===== src/hw/rtl/qts_pkg.sv =====
// Package for the quoted token scanner: request and response structs,
// result and status codes, and the token limit. No dependencies.
package qts_pkg;

   localparam int MAX_TOKENS = 8;
   localparam int TOK_W      = (MAX_TOKENS > 1) ? $clog2(MAX_TOKENS) : 1;

   localparam logic [1:0] RK_BYTE  = 2'd0;
   localparam logic [1:0] RK_CLOSE = 2'd1;
   localparam logic [1:0] RK_DONE  = 2'd2;

   localparam logic [1:0] ST_OK     = 2'd0;
   localparam logic [1:0] ST_MANY   = 2'd1;
   localparam logic [1:0] ST_UNTERM = 2'd2;

   localparam logic KIND_BYTE = 1'b0;
   localparam logic KIND_END  = 1'b1;

   localparam logic [7:0] CH_SPACE = 8'h20;
   localparam logic [7:0] CH_QUOTE = 8'h22;

   typedef struct packed {
      logic       kind;
      logic [7:0] char_in;
   } req_type;

   typedef struct packed {
      logic [1:0] result_kind;
      logic [7:0] token_byte;
      logic [2:0] token_number;
      logic [1:0] status;
      logic [3:0] token_count;
      logic       last_of_run;
   } rsp_type;

endpackage


===== src/hw/rtl/quoted_token_scanner_core.sv =====
// Quoted token scanner top level: token state flags and a three-entry
// response queue. Depends on qts_pkg.
//
// Takes one request per clock while req_stall is low. Each request
// yields zero, one or two responses; only an end-of-command request that
// closes an open token yields two. Responses pass through a three-entry queue,
// and req_stall is high while fewer than two queue slots are free. A
// two-response request leaves two responses queued, so req_stall rises for
// the following cycle even with rsp_stall low; every other request keeps
// the rate at one request per cycle while rsp_stall stays low.
module quoted_token_scanner_core
   import qts_pkg::*;
(
   input  logic    clock,
   input  logic    reset,
   input  logic    req_valid,
   output logic    req_stall,
   input  req_type req_data,
   output logic    rsp_valid,
   input  logic    rsp_stall,
   output rsp_type rsp_data
);

   localparam logic [1:0] QDEPTH = 2'd3;

   logic             in_quote_ff, in_quote_in;
   logic             empty_seen_ff, empty_seen_in;
   logic             has_bytes_ff, has_bytes_in;
   logic [TOK_W-1:0] cur_tok_ff, cur_tok_in;
   logic             overflow_ff, overflow_in;

   rsp_type          queue_ff [3];
   logic [1:0]       wr_ptr_ff, wr_ptr_in;
   logic [1:0]       rd_ptr_ff, rd_ptr_in;
   logic [1:0]       count_ff, count_in;

   logic             req_acc, rsp_acc, token_open, room_next;
   logic [1:0]       n_push;
   rsp_type          res0, res1;
   logic [TOK_W:0]   tok_plus1;
   logic [TOK_W+8:0] tok_ext, plus1_ext;
   logic [2:0]       tok_num;
   logic [3:0]       tok_cnt, tok_cnt_plus1;

   function automatic logic [1:0] ptr_inc(input logic [1:0] p);
      ptr_inc = (p == QDEPTH - 2'd1) ? 2'd0 : p + 2'd1;
   endfunction

   assign req_stall = (count_ff > 2'd1);
   assign req_acc   = req_valid && !req_stall;
   assign rsp_valid = (count_ff != 2'd0);
   assign rsp_acc   = rsp_valid && !rsp_stall;
   assign rsp_data  = queue_ff[rd_ptr_ff];

   assign token_open    = empty_seen_ff || has_bytes_ff;
   assign tok_plus1     = {1'b0, cur_tok_ff} + {{TOK_W{1'b0}}, 1'b1};
   assign room_next     = tok_plus1 < (TOK_W + 1)'(MAX_TOKENS);
   assign tok_ext       = {{9{1'b0}}, cur_tok_ff};
   assign plus1_ext     = {{8{1'b0}}, tok_plus1};
   assign tok_num       = tok_ext[2:0];
   assign tok_cnt       = tok_ext[3:0];
   assign tok_cnt_plus1 = plus1_ext[3:0];

   always_comb begin
      in_quote_in   = in_quote_ff;
      empty_seen_in = empty_seen_ff;
      has_bytes_in  = has_bytes_ff;
      cur_tok_in    = cur_tok_ff;
      overflow_in   = overflow_ff;
      n_push        = 2'd0;
      res0          = '0;
      res1          = '0;
      if (req_acc) begin
         if (req_data.kind == KIND_END) begin
            n_push = 2'd1;
            res0.result_kind = RK_DONE;
            res0.last_of_run = 1'b1;
            if (overflow_ff) begin
               res0.status = ST_MANY;
            end else if (in_quote_ff) begin
               res0.status = ST_UNTERM;
            end else if (token_open) begin
               // close of the last token, then the count
               n_push = 2'd2;
               res0.result_kind  = RK_CLOSE;
               res0.token_number = tok_num;
               res0.last_of_run  = 1'b0;
               res1.result_kind  = RK_DONE;
               res1.token_count  = tok_cnt_plus1;
               res1.last_of_run  = 1'b1;
            end else begin
               res0.token_count = tok_cnt;
            end
            in_quote_in   = 1'b0;
            empty_seen_in = 1'b0;
            has_bytes_in  = 1'b0;
            cur_tok_in    = '0;
            overflow_in   = 1'b0;
         end else if (overflow_ff) begin
            // bytes dropped until end of command
         end else if (req_data.char_in == CH_QUOTE) begin
            if (in_quote_ff && !has_bytes_ff) begin
               empty_seen_in = 1'b1;
            end
            in_quote_in = !in_quote_ff;
         end else if (req_data.char_in == CH_SPACE && !in_quote_ff) begin
            if (token_open) begin
               if (room_next) begin
                  n_push = 2'd1;
                  res0.result_kind  = RK_CLOSE;
                  res0.token_number = tok_num;
                  res0.last_of_run  = 1'b1;
                  cur_tok_in    = tok_plus1[TOK_W-1:0];
                  empty_seen_in = 1'b0;
                  has_bytes_in  = 1'b0;
               end else begin
                  overflow_in = 1'b1;
               end
            end
         end else begin
            n_push = 2'd1;
            res0.result_kind  = RK_BYTE;
            res0.token_byte   = req_data.char_in;
            res0.token_number = tok_num;
            res0.last_of_run  = 1'b1;
            has_bytes_in = 1'b1;
         end
      end
   end

   always_comb begin
      wr_ptr_in = wr_ptr_ff;
      case (n_push)
         2'd1:    wr_ptr_in = ptr_inc(wr_ptr_ff);
         2'd2:    wr_ptr_in = ptr_inc(ptr_inc(wr_ptr_ff));
         default: wr_ptr_in = wr_ptr_ff;
      endcase
      rd_ptr_in = rsp_acc ? ptr_inc(rd_ptr_ff) : rd_ptr_ff;
      count_in  = count_ff + n_push - {1'b0, rsp_acc};
   end

   always_ff @(posedge clock) begin
      if (reset) begin
         in_quote_ff   <= 1'b0;
         empty_seen_ff <= 1'b0;
         has_bytes_ff  <= 1'b0;
         cur_tok_ff    <= '0;
         overflow_ff   <= 1'b0;
         wr_ptr_ff     <= 2'd0;
         rd_ptr_ff     <= 2'd0;
         count_ff      <= 2'd0;
      end else begin
         in_quote_ff   <= in_quote_in;
         empty_seen_ff <= empty_seen_in;
         has_bytes_ff  <= has_bytes_in;
         cur_tok_ff    <= cur_tok_in;
         overflow_ff   <= overflow_in;
         wr_ptr_ff     <= wr_ptr_in;
         rd_ptr_ff     <= rd_ptr_in;
         count_ff      <= count_in;
      end
   end

   always_ff @(posedge clock) begin
      if (n_push != 2'd0) begin
         queue_ff[wr_ptr_ff] <= res0;
      end
      if (n_push == 2'd2) begin
         queue_ff[ptr_inc(wr_ptr_ff)] <= res1;
      end
   end

   a_count_bound: assert property (@(posedge clock) disable iff (reset)
      count_ff <= QDEPTH)
      else $error("response queue count out of range");

   a_room_on_accept: assert property (@(posedge clock) disable iff (reset)
      req_acc |-> (count_ff <= QDEPTH - 2'd2))
      else $error("request accepted without room for two responses");

   a_pair_complete: assert property (@(posedge clock) disable iff (reset)
      (rsp_valid && !rsp_data.last_of_run) |-> (count_ff >= 2'd2))
      else $error("first response of a pair queued without its partner");

   a_token_bound: assert property (@(posedge clock) disable iff (reset)
      ({1'b0, cur_tok_ff} < (TOK_W + 1)'(MAX_TOKENS)))
      else $error("token index beyond limit");

endmodule

===== config.mk =====
export PLATFORM = sky130hd
export DESIGN_NAME = quoted_token_scanner_core
export DESIGN_NICKNAME = d
export VERILOG_FILES = /design/src/hw/rtl/qts_pkg.sv /design/src/hw/rtl/quoted_token_scanner_core.sv
export SDC_FILE = /design/constraint.sdc
export NUM_CORES = 1
export LEC_CHECK = 0
export ABC_AREA = 1
export BUFFER_PORTS_ARGS = -buffer_cell sky130_fd_sc_hd__clkbuf_2
export CAP_MARGIN = 20
export CORE_ASPECT_RATIO = 0.9
export CORE_MARGIN = 2
export CORE_UTILIZATION = 45
export CTS_BUF_LIST = sky130_fd_sc_hd__clkbuf_4 sky130_fd_sc_hd__clkbuf_8
export DETAILED_ROUTE_END_ITERATION = 7
export SETUP_SLACK_MARGIN = 0.02
export SLEW_MARGIN = 20
export SYNTH_ARGS = -nofsm -noshare
export SYNTH_HDL_FRONTEND = slang
export SYNTH_SLANG_ARGS = --single-unit

===== constraint.sdc =====
create_clock -name clock -period 6.27 [get_ports clock]
set_input_delay 0.627 -clock clock [delete_from_list [all_inputs] [get_ports clock]]
set_output_delay 0.627 -clock clock [all_outputs]
set_load 0.02 [all_outputs]

==> flow_summary.yaml <==
clocking:
  cts_max_level: 3
  clock-sinks: 75
  clock-root-buffer: "clkbuf_8"
  cts_buffers: 9
  cts_max_path_buffers: 2
  hold_buffers: 0
  post_cts_buffers: 0
  cts_tree: "built"
  clk_pin_slew_ns: 0.08
  clk_latency_ns: 0.35
  cts_resized: 0
logic_synthesis:
  yosys_warnings: 0
  synth_ff_type: "dfxtp_1"
  ys_seq_area_frac: 0.471
  synth-seq-cells: 75
  ys_top_cells_by_area: "dfxtp_1, edfxtp_1, nand2_1, o21ai_0, inv_1"
  synth_edf_count: 18
  ys_types: 36
  synth-async-reset-ratio: 0
  syn-num-nets: 493
  yosys.area.top_type: "dfxtp_1"
  syn-cell-area_um2: 3570
  avgSynthCellArea_um2: 7.53
  synth_top_area_frac: 0.320
  syn_inst: 474
worst_setup_path:
  worstSetupPathType: "in -> reg"
  critPathBufInv: 6
  path_delay_family: "simple AND/OR/NAND/NOR gates"
  worstPathRequired_ns: 6.50
  endpoint_kind: "flip-flop"
  path_cells: "clkbuf_2, inv_2, a21oi_4, nand2_2, clkinv_1, nand3_2, ha_1, nor2_1, buf_4, clkinv_1, nand2_1, inv_1, nand2_1, o21ai_0"
  crit_slowest_cell: "nand2_1"
  critPathLaunchType: "primary input"
  critPathArrivalTime_ns: 3.59
  cp_max_fo: 16
  max_stage_delay_ns: 0.67
place:
  gp_congestion: 0.958
  postPlaceCellArea_um2: 3800
  io_buffers: 34
  dp_hpwl_mm: 6.62
global_route:
  grt_pass1_vias: 2970
  grt_pass1_wl_mm: 15.1
  grt.total_usage: 0.223
  antenna_found_initial: 0
  grt_max_degree: 25
  grt.overflow.total: 0
sta:
  timing.fmax_ghz: 0.298
  maxSlewViolCount: 0
  tightest_slew_ns: 1.00
  fin_crit_sh: 0.535
  final_hold_viol_count: 0
  slew_headroom: 0.329
  min_period_ns: 3.35
  fin_tns_setup_ns: 0
  rsz0062_at_grt: "false"
  skew_ns: 0.0116
  final-setup-viol-count: 0
route:
  avgRoutedWirePerCell_um: 15.2
  vias: 3242
  drc: 0
  drtAntennaViolNets: 0
  drtIter0Drc: 200
  viasPerCell: 5.37
  dr.pass1.iters: 5
  drt_wl_total_mm: 9.17
pwr:
  p_int_mw: 0.978
  pwr-share-clk: 0.197
  netSwitchingFraction: 0.417
  p_switching_mw: 0.699
  ir_drop_mv: 0.202
  pwr_density_cell_nw_per_um2: 422
  pwr-share-seq: 0.426
  pwr-share-comb: 0.376
  p_leak_nw: 1.70
final_layout:
  drive_above_1_share: 0.136
  final_util: 0.522
  nets: 522
  final_common_cell: "nand2_1"
  diodes: 0
  area.growth.synth_to_final_pct: 11.4
  final_cell_area_um2: 3980
  most-common-layout-cells: "nand2_1, dfxtp_1, inv_1"
die:
  die_w_um: 97.9
  chipHeight_um: 88.5
  coreArea_um2: 7620
  fp-row-count: 30
  die_area_um2: 8660
  start_util: 0.468
  top_level_ports: 35
run_status:
  outcome: "finished, final reports clean"
min_path:
  hold_path_class: "reg -> reg"
flow_run:
  max-cap-violations: 0
-- cells by family after synthesis --
kind of cell / count (synthesis) / share of synthesized area
xor gates and xnor gates: 2 / 0.00491
adders and majority gates: 6 / 0.0210
buffers and inverters: 78 / 0.0855
AOI/OAI and AO/OA: 108 / 0.166
DFF: 75 / 0.471
and+or+nand+nor: 205 / 0.251
-- registers in the layout, summed over array words and instances, names as in the netlist, named ones only --
register,cells
count_ff,2
overflow_ff,1
rd_ptr_ff,2
in_quote_ff,1
empty_seen_ff,1
wr_ptr_ff,2
has_bytes_ff,1
cur_tok_ff,3
queue_ff,60
-- tightest hold or removal path: stages (launching register included) --
cell     delay, ns
dfxtp_1       0.32
nand2_1       0.06
nand2_1       0.04
-- cell type report --
cell class / instances / area [um^2]
clock inverters: 6 / 41.3
well taps: 96 / 120
multi-input cells: 321 / 1590
fillers: 776 / 3640
repair buffers: 36 / 185
flip-flops and latches: 75 / 1680
clock buffers: 10 / 131
inverters: 60 / 228
-- through the flow --
step / power (mW) / cells / setup WS [ns] / hold WS [ns]
3_5_place_dp: 1.36 / 588 / 2.09 / 0.439
6_report: 1.68 / 604 / 2.92 / 0.455
3_3_place_gp: 1.34 / 588 / 2.40 / 0.439
4_1_cts: 1.69 / 604 / 2.44 / 0.456
5_1_grt: 1.80 / 604 / 2.55 / 0.468
2_1_floorplan: 1.16 / 474 / 3.79 / 0.426
-- Yosys cell counts, types with 2 or more instances --
cell,count
ha_1,6
nand4_1,12
clkbuf_1,10
a21oi_1,41
nor3_1,3
nand2_1,119
o21ai_0,44
edfxtp_1,18
buf_1,2
o211ai_1,5
nand3_1,12
inv_2,2
o22ai_1,13
inv_1,55
dfxtp_1,57
buf_2,5
nand3_2,2
nor2_2,4
nor2_1,46
clkinv_1,2
-- power by group through the flow --
stage / combinational [mW] / clock, mW / sequential, mW
floorplan: 0.472 / 0 / 0.685
global placement: 0.623 / 0 / 0.722
detailed placement: 0.633 / 0 / 0.725
CTS: 0.636 / 0.337 / 0.715
global route: 0.714 / 0.356 / 0.730
finish: 0.631 / 0.331 / 0.715
-- worst paths after layout --
check	from	cells after the start	slack, ns	end
setup / recovery	req_data[8]	14	2.92	queue_ff[1][15]$_SDFFE_PP0P_
hold reg to reg	queue_ff[0][12]$_SDFFE_PP0P_	2	0.46	queue_ff[0][12]$_SDFFE_PP0P_
setup reg to reg	count_ff[1]$_SDFF_PP0_	14	2.93	queue_ff[1][15]$_SDFFE_PP0P_
hold / removal	queue_ff[0][12]$_SDFFE_PP0P_	2	0.46	queue_ff[0][12]$_SDFFE_PP0P_
-- layer usage --
metal / vias up / track usage / part of all wire
met2: 95 / 0.341 / 0.44
met4: 0 / 0.0568 / 0.012
met3: 13 / 0.0569 / 0.066
met1: 1512 / 0.319 / 0.48
li1: 1622 / - / -
met5: - / 0 / 0
No activity file was read; power rests on OpenSTA's default activity.
